$ cat config.mk
export PLATFORM = sky130hd
export DESIGN_NAME = pec15_read_frame_checker_top
export DESIGN_NICKNAME = d
export VERILOG_FILES = /design/src/hdl/pec15rfc_pkg.sv /design/src/hdl/pec15rfc_crc.sv /design/src/hdl/pec15rfc_frame.sv /design/src/hdl/pec15_read_frame_checker_top.sv
export SDC_FILE = /design/constraint.sdc
export NUM_CORES = 1
export LEC_CHECK = 0
export ABC_AREA = 1
export BUFFER_PORTS_ARGS = -buffer_cell sky130_fd_sc_hd__buf_4
export CAP_MARGIN = 10
export CORE_ASPECT_RATIO = 2
export CORE_MARGIN = 2
export CORE_UTILIZATION = 30
export CTS_BUF_LIST = sky130_fd_sc_hd__clkbuf_4
export CTS_CLUSTER_DIAMETER = 40
export DETAILED_ROUTE_END_ITERATION = 8
export MAX_ROUTING_LAYER = met4
export PLACE_DENSITY = 0.56
export SETUP_SLACK_MARGIN = 0.05
export SKIP_CTS_REPAIR_TIMING = 1
export SYNTH_ARGS = -nofsm -noshare
export SYNTH_HDL_FRONTEND = slang
export SYNTH_SLANG_ARGS = --single-unit
$ cat constraint.sdc
create_clock -name clk -period 3.9 [get_ports clk]
set_input_delay 0.39 -clock clk [delete_from_list [all_inputs] [get_ports clk]]
set_output_delay 0.39 -clock clk [all_outputs]
set_load 0.03 [all_outputs]
$ cat src/hdl/pec15rfc_pkg.sv
// Shared types, constants and CRC-15 functions for the PEC-15 read frame checker.
// No dependencies; imported by every module of the block.
package pec15rfc_pkg;

  // CRC-15 polynomial and seed used by the monitor chips
  localparam logic [15:0] PEC_POLY = 16'h4599;
  localparam logic [15:0] PEC_SEED = 16'd16;

  // Chain size limits; the chip counter is 4 bits wide
  localparam int MAX_ICS = 16;
  localparam int CHIP_W = 4;
  localparam int NUM_ICS_W = 5;
  localparam logic [NUM_ICS_W-1:0] CHIP_LIMIT =
    NUM_ICS_W'((MAX_ICS < (1 << CHIP_W)) ? MAX_ICS : (1 << CHIP_W));
  localparam logic [NUM_ICS_W-1:0] NUM_ICS_RESET = 5'd1;

  // Byte positions inside an 8-byte frame
  localparam logic [2:0] POS_CHECK_LO = 3'd6;
  localparam logic [2:0] POS_CHECK_HI = 3'd7;

  // Result kinds
  localparam logic KIND_CELL   = 1'b0;
  localparam logic KIND_STATUS = 1'b1;

  // Control from the frame sequencer to the CRC unit
  typedef struct packed {
    logic accept;     // input transaction this cycle
    logic restart;    // first byte of a read: reseed before the byte
    logic frame_end;  // last check byte: reseed after the byte
  } crc_ctl_t;

  // One result item
  typedef struct packed {
    logic        kind;
    logic [3:0]  ic_index;
    logic [3:0]  cell_number;
    logic [15:0] cell_code;
    logic        frame_pec_bad;
    logic        read_pec_bad;
    logic        last_frame;
  } result_t;

  // Byte-wide CRC-15 table entry, eight bit steps
  function automatic logic [15:0] pec_entry(input logic [7:0] idx);
    logic [15:0] r;
    r = {1'b0, idx, 7'b0};
    for (int b = 0; b < 8; b++) begin
      if (r[14]) begin
        r = {r[14:0], 1'b0} ^ PEC_POLY;
      end else begin
        r = {r[14:0], 1'b0};
      end
    end
    return r;
  endfunction

  // Fold one received byte into the remainder
  function automatic logic [15:0] pec_update(input logic [15:0] crc, input logic [7:0] rx);
    logic [7:0] addr;
    addr = crc[14:7] ^ rx;
    return {crc[7:0], 8'h00} ^ pec_entry(addr);
  endfunction

endpackage

$ cat src/hdl/pec15rfc_crc.sv
// Running CRC-15 remainder over the bytes of one frame.
// Depends on pec15rfc_pkg.
module pec15rfc_crc import pec15rfc_pkg::*; (
  input  logic       clk,
  input  logic       rst,
  input  crc_ctl_t   ctl,
  input  logic [7:0] rx_byte,
  output logic       pec_bad
);

  logic [15:0] crc;
  logic [15:0] crc_seeded;
  logic [15:0] crc_next;

  // Reseed on a new read, then fold in the byte
  always_comb begin
    crc_seeded = ctl.restart ? PEC_SEED : crc;
    crc_next   = pec_update(crc_seeded, rx_byte);
  end

  // Shifted remainder nonzero means a bad check (only used on the last byte)
  assign pec_bad = (crc_next[14:0] != 15'd0);

  always_ff @(posedge clk) begin
    if (rst) begin
      crc <= PEC_SEED;
    end else if (ctl.accept) begin
      crc <= ctl.frame_end ? PEC_SEED : crc_next;
    end
  end

endmodule

$ cat src/hdl/pec15rfc_frame.sv
// Frame sequencer: byte position, chip count, sticky error, cell code assembly.
// Depends on pec15rfc_pkg and pec15rfc_crc.
module pec15rfc_frame import pec15rfc_pkg::*; (
  input  logic                 clk,
  input  logic                 rst,
  input  logic                 cfg_we,
  input  logic [NUM_ICS_W-1:0] cfg_data,
  input  logic                 accept,
  input  logic [7:0]           rx_byte,
  input  logic                 first_byte,
  input  logic [1:0]           register_group,
  output logic                 res_valid,
  output result_t              res
);

  logic [NUM_ICS_W-1:0] num_ics;
  logic [2:0]           byte_position;
  logic [7:0]           low_byte_hold;
  logic [CHIP_W-1:0]    chip_counter;
  logic                 sticky_error;
  logic [1:0]           group_latch;

  logic [2:0]           pos_eff;
  logic [CHIP_W-1:0]    chip_eff;
  logic                 sticky_eff;
  logic [1:0]           group_eff;
  logic [NUM_ICS_W-1:0] chips_in_use;
  logic                 last;
  logic                 pec_bad;
  logic [3:0]           group_base;
  crc_ctl_t             crc_ctl;

  logic [2:0]           byte_position_next;
  logic [CHIP_W-1:0]    chip_counter_next;
  logic                 sticky_error_next;
  logic                 hold_load;

  // A first-byte mark restarts the read before the byte is handled
  always_comb begin
    pos_eff    = first_byte ? 3'd0 : byte_position;
    chip_eff   = first_byte ? '0 : chip_counter;
    sticky_eff = first_byte ? 1'b0 : sticky_error;
    group_eff  = first_byte ? register_group : group_latch;
  end

  // Clamp the configured chain length
  always_comb begin
    chips_in_use = num_ics;
    if (num_ics == '0) begin
      chips_in_use = NUM_ICS_W'(1);
    end else if (num_ics > CHIP_LIMIT) begin
      chips_in_use = CHIP_LIMIT;
    end
  end

  assign last       = (NUM_ICS_W'(chip_eff) + NUM_ICS_W'(1)) >= chips_in_use;
  assign group_base = {1'b0, group_eff, 1'b0} + {2'b00, group_eff};

  assign crc_ctl.accept    = accept;
  assign crc_ctl.restart   = first_byte;
  assign crc_ctl.frame_end = (pos_eff == POS_CHECK_HI);

  pec15rfc_crc u_crc (
    .clk     (clk),
    .rst     (rst),
    .ctl     (crc_ctl),
    .rx_byte (rx_byte),
    .pec_bad (pec_bad)
  );

  // Result and next state per byte position
  always_comb begin
    res_valid          = 1'b0;
    res                = '0;
    res.ic_index       = chip_eff;
    hold_load          = 1'b0;
    byte_position_next = pos_eff;
    chip_counter_next  = chip_eff;
    sticky_error_next  = sticky_eff;
    if (pos_eff < POS_CHECK_LO) begin
      byte_position_next = pos_eff + 3'd1;
      if (!pos_eff[0]) begin
        hold_load = 1'b1;
      end else begin
        res_valid       = 1'b1;
        res.kind        = KIND_CELL;
        res.cell_number = group_base + {2'b00, pos_eff[2:1]};
        res.cell_code   = {rx_byte, low_byte_hold};
      end
    end else if (pos_eff == POS_CHECK_LO) begin
      byte_position_next = POS_CHECK_HI;
    end else begin
      res_valid          = 1'b1;
      res.kind           = KIND_STATUS;
      res.frame_pec_bad  = pec_bad;
      res.read_pec_bad   = sticky_eff | pec_bad;
      res.last_frame     = last;
      sticky_error_next  = sticky_eff | pec_bad;
      byte_position_next = 3'd0;
      chip_counter_next  = last ? '0 : chip_eff + CHIP_W'(1);
    end
  end

  // Configuration register
  always_ff @(posedge clk) begin
    if (rst) begin
      num_ics <= NUM_ICS_RESET;
    end else if (cfg_we) begin
      num_ics <= cfg_data;
    end
  end

  // Sequencer state
  always_ff @(posedge clk) begin
    if (rst) begin
      byte_position <= 3'd0;
      low_byte_hold <= 8'd0;
      chip_counter  <= '0;
      sticky_error  <= 1'b0;
      group_latch   <= 2'd0;
    end else if (accept) begin
      byte_position <= byte_position_next;
      chip_counter  <= chip_counter_next;
      sticky_error  <= sticky_error_next;
      group_latch   <= group_eff;
      if (hold_load) begin
        low_byte_hold <= rx_byte;
      end
    end
  end

endmodule

$ cat src/hdl/pec15_read_frame_checker_top.sv
// Top level of the PEC-15 read frame checker: ports, output register.
// Depends on pec15rfc_pkg, pec15rfc_frame (which holds pec15rfc_crc).
//
// Usage:
//   Input channel (in_valid/in_ready) carries one received chain byte per
//   transaction with first_byte and register_group. Bytes form 8-byte frames
//   per chip: six data bytes, two check bytes.
//   Output channel (out_valid/out_ready) carries at most one result per byte:
//   a cell code on every second data byte, a frame status on the last check
//   byte. Other bytes give no result.
//   Config channel (cfg_valid/cfg_ready/cfg_data) writes num_ics; always ready.
//   A result is registered and appears in the cycle after its byte is accepted.
//   Throughput: one byte per cycle while in_ready is high; the CRC update is a byte-wide table
//   step folded into the same cycle as the sequencer.
//   A single output register sits between the sides; in_ready stays high
//   while it is empty or being drained in the same cycle, so a stalled
//   receiver holds the result and stops input only while the register is full.
//   Reset (rst, synchronous): num_ics returns to 1, the frame state clears,
//   the remainder takes its seed and the output register empties.
module pec15_read_frame_checker_top import pec15rfc_pkg::*; (
  input  logic        clk,
  input  logic        rst,
  input  logic        cfg_valid,
  output logic        cfg_ready,
  input  logic [4:0]  cfg_data,
  input  logic        in_valid,
  output logic        in_ready,
  input  logic [7:0]  rx_byte,
  input  logic        first_byte,
  input  logic [1:0]  register_group,
  output logic        out_valid,
  input  logic        out_ready,
  output logic        kind,
  output logic [3:0]  ic_index,
  output logic [3:0]  cell_number,
  output logic [15:0] cell_code,
  output logic        frame_pec_bad,
  output logic        read_pec_bad,
  output logic        last_frame
);

  logic    accept;
  logic    res_valid;
  result_t res;
  result_t out_res;

  assign cfg_ready = 1'b1;
  assign in_ready  = !out_valid || out_ready;
  assign accept    = in_valid && in_ready;

  pec15rfc_frame u_frame (
    .clk            (clk),
    .rst            (rst),
    .cfg_we         (cfg_valid),
    .cfg_data       (cfg_data),
    .accept         (accept),
    .rx_byte        (rx_byte),
    .first_byte     (first_byte),
    .register_group (register_group),
    .res_valid      (res_valid),
    .res            (res)
  );

  // Output register valid
  always_ff @(posedge clk) begin
    if (rst) begin
      out_valid <= 1'b0;
    end else if (accept) begin
      out_valid <= res_valid;
    end else if (out_ready) begin
      out_valid <= 1'b0;
    end
  end

  // Output register payload
  always_ff @(posedge clk) begin
    if (accept && res_valid) begin
      out_res <= res;
    end
  end

  assign kind          = out_res.kind;
  assign ic_index      = out_res.ic_index;
  assign cell_number   = out_res.cell_number;
  assign cell_code     = out_res.cell_code;
  assign frame_pec_bad = out_res.frame_pec_bad;
  assign read_pec_bad  = out_res.read_pec_bad;
  assign last_frame    = out_res.last_frame;

endmodule
; ---- Yosys cells after proc, flatten, opt, wreduce, memory -nomap -nowiden
; Cells that the tools add are included.
[op_classes]
addsub = 5
magnitude_cmp = 3
eq_ne = 2
n_mux = 30
bitwise_logic = 11
reduce_logical = 10
[op_table]
columns = cell, count
row1 = 15-bit 2-to-1 mux, 10
row2 = 7-bit inverter, 8
row3 = 4-bit 2-to-1 mux, 4
row4 = 15-bit nonzero test, 1
row5 = 15-bit XOR, 1
row6 = 1-bit 2-to-1 mux, 10
row7 = 5-bit 2-to-1 mux, 2
row8 = 3-bit 2-to-1 mux, 3
row9 = 8-bit XOR, 1
row10 = 3-bit == test (second input constant), 2
row11 = 4-bit by 1-bit adder with 5-bit output (second input constant), 1
row12 = 5-bit greater-or-equal comparator, 1
row13 = 5-bit greater-than comparator (second input constant), 1
row14 = 5-bit zero test, 1
row15 = 3-bit by 2-bit adder with 4-bit output, 1
row16 = 4-bit by 1-bit adder with 4-bit output (second input constant), 1
row17 = 4-bit by 2-bit adder with 4-bit output, 1
row18 = 2-bit AND reduction, 2
row19 = 3-bit by 1-bit adder with 3-bit output (second input constant), 1
row20 = 3-bit < comparator (second input constant), 1
row21 = 1-bit logical AND, 2
row22 = 2-bit 2-to-1 mux, 1
row23 = 2-bit nonzero test, 1
row24 = 2-bit OR reduction, 1
row25 = 3 further kinds, 3
[totals]
ff_bits = 67

; ---- Longest topological paths before layout
[logic_depth]
depth_word = 23
mapped_depth = 28

; ---- Modules after synthesis
; From an unflattened synthesis, not the netlist that was laid out.
[unflattened]
hier_cells = 492
hier_area_um2 = 3901.2
[by_module_without_submodules]
columns = module, instances, cells_each, area_per_inst_um2, seq_area_each_um2
row1 = pec15rfc_frame, 1, 242, 1549.0, 460.4
row2 = pec15rfc_crc, 1, 208, 1425.1, 300.3
row3 = pec15_read_frame_checker_top, 1, 42, 927.1, 860.8

; ---- Worst setup path after synthesis
; Ideal clock, no wire load.
[synth_timing]
path_type = input-to-reg
startpoint = input port first_byte
endpoint = register out_res, in the netlist read_pec_bad (data pin)
setup_ps = 254
arrival_time_ps = 2935
required_ps = 3646
setup_slack_ps = 711
stages = 26
path_cell_list = inv_2 -> buf_6 -> nand3_2 -> nand2_2 -> nand2_1 -> nand3_2 -> nand2_2 -> nand2_2 -> nand3_4 -> nand2_4 -> nand2_4 -> nand2_4 -> nand2_4 -> nand2_4 -> inv_1 -> ha_1 -> xnor2_1 -> xor2_1 -> xor2_1 -> nand3_1 -> nor2_1 -> nand3_1 -> nor2_1 -> nand2_1 -> nand2_1 -> nand2_1
[synth_via]
elab_chain_len = 17
word_cells_on_any_way = 26
classes_between = 1 x order compare / 1 x eq/ne / 11 x mux / 11 x bitwise / 2 x reduce/logical
[synth_rtl]
columns = element, line_no
row1 = from (decl), pec15_read_frame_checker_top.sv:29  ; input logic first_byte,
row2 = 15-bit 2-to-1 mux, pec15rfc_crc.sv:17  ; crc_seeded = ctl.restart ? PEC_SEED : crc;
row3 = 8-bit XOR, pec15rfc_pkg.sv:60  ; addr = crc[14:7] ^ rx;
row4 = 15-bit 2-to-1 mux / 7-bit inverter (equally long branches), --
row5 = 7-bit inverter (no source line) / 15-bit 2-to-1 mux (equally long branches), --
row6 = 15-bit 2-to-1 mux, pec15rfc_pkg.sv:48  ; if (r[14]) begin
row7 = 15-bit 2-to-1 mux / 7-bit inverter (equally long branches), --
row8 = 7-bit inverter (no source line) / 15-bit 2-to-1 mux (equally long branches), --
row9 = 15-bit 2-to-1 mux / 7-bit inverter (equally long branches), --
row10 = 15-bit 2-to-1 mux, pec15rfc_pkg.sv:48
row11 = 15-bit 2-to-1 mux / 7-bit inverter (equally long branches), --
row12 = 7-bit inverter (no source line) / 15-bit 2-to-1 mux (equally long branches), --
row13 = 15-bit 2-to-1 mux / 7-bit inverter (equally long branches), --
row14 = 7-bit inverter (no source line) / 15-bit 2-to-1 mux (equally long branches), --
row15 = 15-bit 2-to-1 mux, pec15rfc_pkg.sv:48
row16 = 15-bit XOR, pec15rfc_pkg.sv:61  ; return {crc[7:0], 8'h00} ^ pec_entry(addr);
row17 = 15-bit nonzero test, pec15rfc_crc.sv:22  ; assign pec_bad = (crc_next[14:0] != 15'd0);
row18 = 1-bit bitwise OR, pec15rfc_frame.sv:96  ; res.read_pec_bad = sticky_eff | pec_bad;
row19 = to (signal assigned), pec15_read_frame_checker_top.sv:78  ; out_res <= res;
row20 = to (decl), pec15_read_frame_checker_top.sv:45  ; result_t out_res;
; Parallel ways exist; a longest one is shown, timed or not.
; A chain may end at the register's enable or synchronous reset.

; ---- Worst setup path in the final report
[layout_timing]
startpoint = register u_frame.u_crc.crc[13]
endpoint = register out_res, in the netlist read_pec_bad (data pin)
[layout_via]
elab_chain_len = 17
word_cells_on_any_way = 20
classes_between = 9 x mux / 10 x bitwise / 1 x reduce/logical
[layout_rtl]
columns = element, line_no
row1 = from (decl), pec15rfc_crc.sv:11  ; logic [15:0] crc;
row2 = from (signal assigned), pec15rfc_crc.sv:28  ; crc <= ctl.frame_end ? PEC_SEED : crc_next;
row3 = 15-bit 2-to-1 mux (*), pec15rfc_crc.sv:17
row4 = 8-bit XOR (*), pec15rfc_pkg.sv:60
row5 = 7-bit inverter (no source line), --
row6 = 15-bit 2-to-1 mux (*) (3 in series), pec15rfc_pkg.sv:48
row7 = 7-bit inverter (no source line) / 15-bit 2-to-1 mux (equally long branches), --
row8 = 15-bit 2-to-1 mux (*) (3 in series), pec15rfc_pkg.sv:48
row9 = 7-bit inverter (no source line) / 15-bit 2-to-1 mux (equally long branches), --
row10 = 15-bit 2-to-1 mux (*), pec15rfc_pkg.sv:48
row11 = 7-bit inverter (no source line) / 15-bit 2-to-1 mux (equally long branches), --
row12 = 15-bit 2-to-1 mux (*), pec15rfc_pkg.sv:48
row13 = 15-bit XOR (*), pec15rfc_pkg.sv:61
row14 = 15-bit nonzero test (*), pec15rfc_crc.sv:22
row15 = 1-bit bitwise OR (*), pec15rfc_frame.sv:96
; Every way passes the cells marked *; elsewhere a longest branch is shown, timed or not.

==> impl_metrics.yaml <==
worst_hold_path:
  hp-class: "in2reg"
  holdPathStages: 3
  min-delay-start: "cfg_data[0]"
  hold_end: "u_frame.num_ics[0]$_SDFFE_PP1P_"
finish:
  final_cells: 661
  syn2layout_area_growth_pct: 18.9
  diodes: 0
  nets: 545
  final_common_cell: "nand2_1"
  fillers: 1292
  drive_gt1_share_pct: 21.8
  layout_common_cells: "nand2_1 (91), buf_4 (61), inv_1 (57)"
timing:
  max_freq_mhz: 294
  relSlewSlack_pct: 37.2
  hold_viol: 0
  fin_setup_tns_ns: 0
  rsz0062_at_grt: "no"
  clock_skew_ns: 0.0144
  min_period_over_period_pct: 87.3
  drv_slew: 0
  layout_min_cycle_time_ns: 3.41
  setup_viol: 0
  worst_pin_slew_ns: 0.939
synthesis:
  synth_area_sq_um: 3720
  yosysWarningCount: 0
  synth-seq-cells: 67
  syn-instance-count: 452
  synth_cell_types: 36
  ys_seq_area_share_pct: 43.6
  synth.avg_cell_area_sq_um: 8.24
  syn-num-nets: 487
critical_path:
  cp_common_cell: "nand2_1"
  slowest_stage: "dfxtp_1"
  critPathMaxFanout: 5
  r2r_start: "u_frame.u_crc.crc[13]$_SDFFE_PP0P_"
  slowest_delay_ns: 0.41
  critPathRequiredTime_ns: 4.09
  start_kind: "register"
  critical_path_class: "reg2reg"
  worstPathArrival_ns: 3.60
  end_kind: "register"
  regToRegEndpoint: "read_pec_bad$_SDFFCE_PP0P_"
  r2r_setup_slack_ns: 0.49
  path_cells: "nand2_1 > nand2_1 > nand2_2 > nand2_1 > nand3_2 > nand2_2 > nand2_2 > nand3_4 > nand2_4 > nand2_4 > nand3_4 > nand2_4 > inv_1 > ha_1 > xnor2_1 > xor2_1 > xor2_1 > nand3_1 > nor2_1 > nand3_1 > nor2_1 > nand2_1 > nand2_1 > nand2_1"
  r2r_cells: 24
routing:
  vias: 3158
  drc_errors: 0
  ant_nets: 0
  dr.pass1.iters: 4
  wl_per_cell_um: 14.1
  drt-initial-drc-count: 206
  routed_wl_um: 9320
  vias_per_cell: 4.78
power_and_ir_drop:
  irDropWorstVdd_v: 0.000159
  power.leakage_uw: 0.00198
  powerDensity_nw_per_um2: 494
clock_network:
  cts_buffer_depth: 2
  cts_max_level: 3
  numCtsBuffers: 9
  root_buffer: "clkbuf_4"
  cts.clk_slew.worst_paths_ns: 0.12
  cts_tree: "yes"
  cts.sinks: 67
  insertion_delay_ns: 0.43
placed_design:
  dp_cells: 646
  hpwl_um: 7300
  gp_congestion: 0.916
  port_buffers: 50
die:
  core_area_sq_um: 12100
  start_util_pct: 30.7
  die_h_um: 162
  die_x_um: 82.8
  row_count: 57
  die_area_sq_um: 13400
  ios: 52
status:
  status: "completed"
global_route:
  grt_max_degree: 31
  overflow: 0
  first_global_vias: 3279
  antenna_found_initial: 0
  grt_pass1_wl_um: 15100
  grt_usage_pct: 15.6
job:
  drv_cap: 0
## metal layers
layer | track usage (%) | vias up | routed length, um
li1 | - | 1579 | -
met2 | 27.3 | 92 | 5140
met3 | 1.96 | 30 | 330
met4 | 11.6 | 0 | 570
met1 | 14.7 | 1457 | 3270
met5 | - | - | 0
## cells by family (layout without fill, tap and decap cells)
logic type               Yosys count  after routing  synth area share [%]
buffers and inverters             75            137                  7.97
flip-flops                        67             67                  43.6
AO/OA/AOI/OAI                     66             66                  9.28
AND/OR/NAND/NOR                  206            206                  26.8
adder cells (fa/ha/maj)           14             14                  5.11
other                              1              1                 0.101
XOR/XNOR                          23             23                  7.19
## final cells by class
cell class | count | area [sq um] | share of cell area (%)
clock inverters | 6 | 57.6 | 1.30
repair buffers | 61 | 458 | 10.3
clock buffers | 9 | 67.6 | 1.53
inverters | 61 | 231 | 5.23
well taps | 147 | 184 | 4.15
flip-flops and latches | 67 | 1620 | 36.6
multi-input cells | 310 | 1810 | 40.8
## worst max-delay path: cells and delay by family (launching register included)
| kind | cells | cell delay [ns] |
|---|---|---|
| adder cells (fa/ha/maj) | 1 | 0.31 |
| buffers and inverters | 1 | 0.04 |
| flip-flops | 1 | 0.41 |
| XOR/XNOR | 3 | 0.58 |
| AND/OR/NAND/NOR | 19 | 1.83 |
## synth_stat cells, drive strengths merged
library cell | n | area [sq um]
nand2 | 109 | 484
inv | 61 | 231
nor2 | 45 | 169
nand3 | 41 | 275
dfxtp | 39 | 781
a21oi | 36 | 180
edfxtp | 28 | 841
o21ai | 26 | 130
xor2 | 18 | 210
ha | 12 | 150
clkbuf | 10 | 37.5
buf | 4 | 27.5
xnor2 | 4 | 35.0
nand4 | 3 | 18.8
nor3 | 3 | 15.0
a221oi | 2 | 17.5
fa | 2 | 40.0
nand3b | 2 | 15.0
or2 | 2 | 12.5
a2111oi | 1 | 8.76
conb | 1 | 3.75
o221ai | 1 | 8.76
or4 | 1 | 7.51
xnor3 | 1 | 22.5
## state kept, by name (all words and copies together), names as in the netlist
| name | count |
|---|---|
| u_frame.sticky_error | 1 |
| u_frame.u_crc.crc | 15 |
| frame_pec_bad | 1 |
| read_pec_bad | 1 |
| cell_code | 16 |
| u_frame.low_byte_hold | 8 |
| ic_index | 4 |
| u_frame.num_ics | 5 |
| cell_number | 4 |
| last_frame | 1 |
| out_valid | 1 |
| u_frame.byte_position | 3 |
| u_frame.chip_counter | 4 |
| kind | 1 |
| u_frame.group_latch | 2 |
## worst max-delay path by stage
| stage | endpoint | from |
|---|---|---|
| after global routing | read_pec_bad$_SDFFCE_PP0P_ | u_frame.u_crc.crc[13]$_SDFFE_PP0P_ |
| after detailed placement | read_pec_bad$_SDFFCE_PP0P_ | first_byte |
| after floorplan | read_pec_bad$_SDFFCE_PP0P_ | first_byte |
| after CTS | read_pec_bad$_SDFFCE_PP0P_ | u_frame.u_crc.crc[13]$_SDFFE_PP0P_ |
| after global placement | read_pec_bad$_SDFFCE_PP0P_ | first_byte |
| final | read_pec_bad$_SDFFCE_PP0P_ | u_frame.u_crc.crc[13]$_SDFFE_PP0P_ |
## power breakdown
group	switching, uW	internal, uW	total [uW]	leakage, uW
Clock	252	187	439	0.0000713
Sequential	38.8	797	836	0.000575
Combinational	581	333	913	0.00133
Total	871	1320	2190	0.00198
## stage by stage
| stage | worst slack [ns] | area (sq um) | utilization, % | hold WS (ns) | total power, uW |
|---|---|---|---|---|---|
| finish | 0.494 | 4430 | 36.5 | 0.163 | 2190 |
| detailed placement | 0.130 | 4300 | 35.5 | 0.456 | 1760 |
| global placement | 0.220 | 4300 | 35.5 | 0.442 | 1760 |
| floorplan | 0.711 | 3720 | - | 0.424 | 1520 |
| CTS | 0.456 | 4430 | 36.5 | 0.142 | 2200 |
| global route | 0.138 | 4430 | 36.5 | 0.163 | 2340 |
Note: power is estimated with default switching activity, not from simulation.
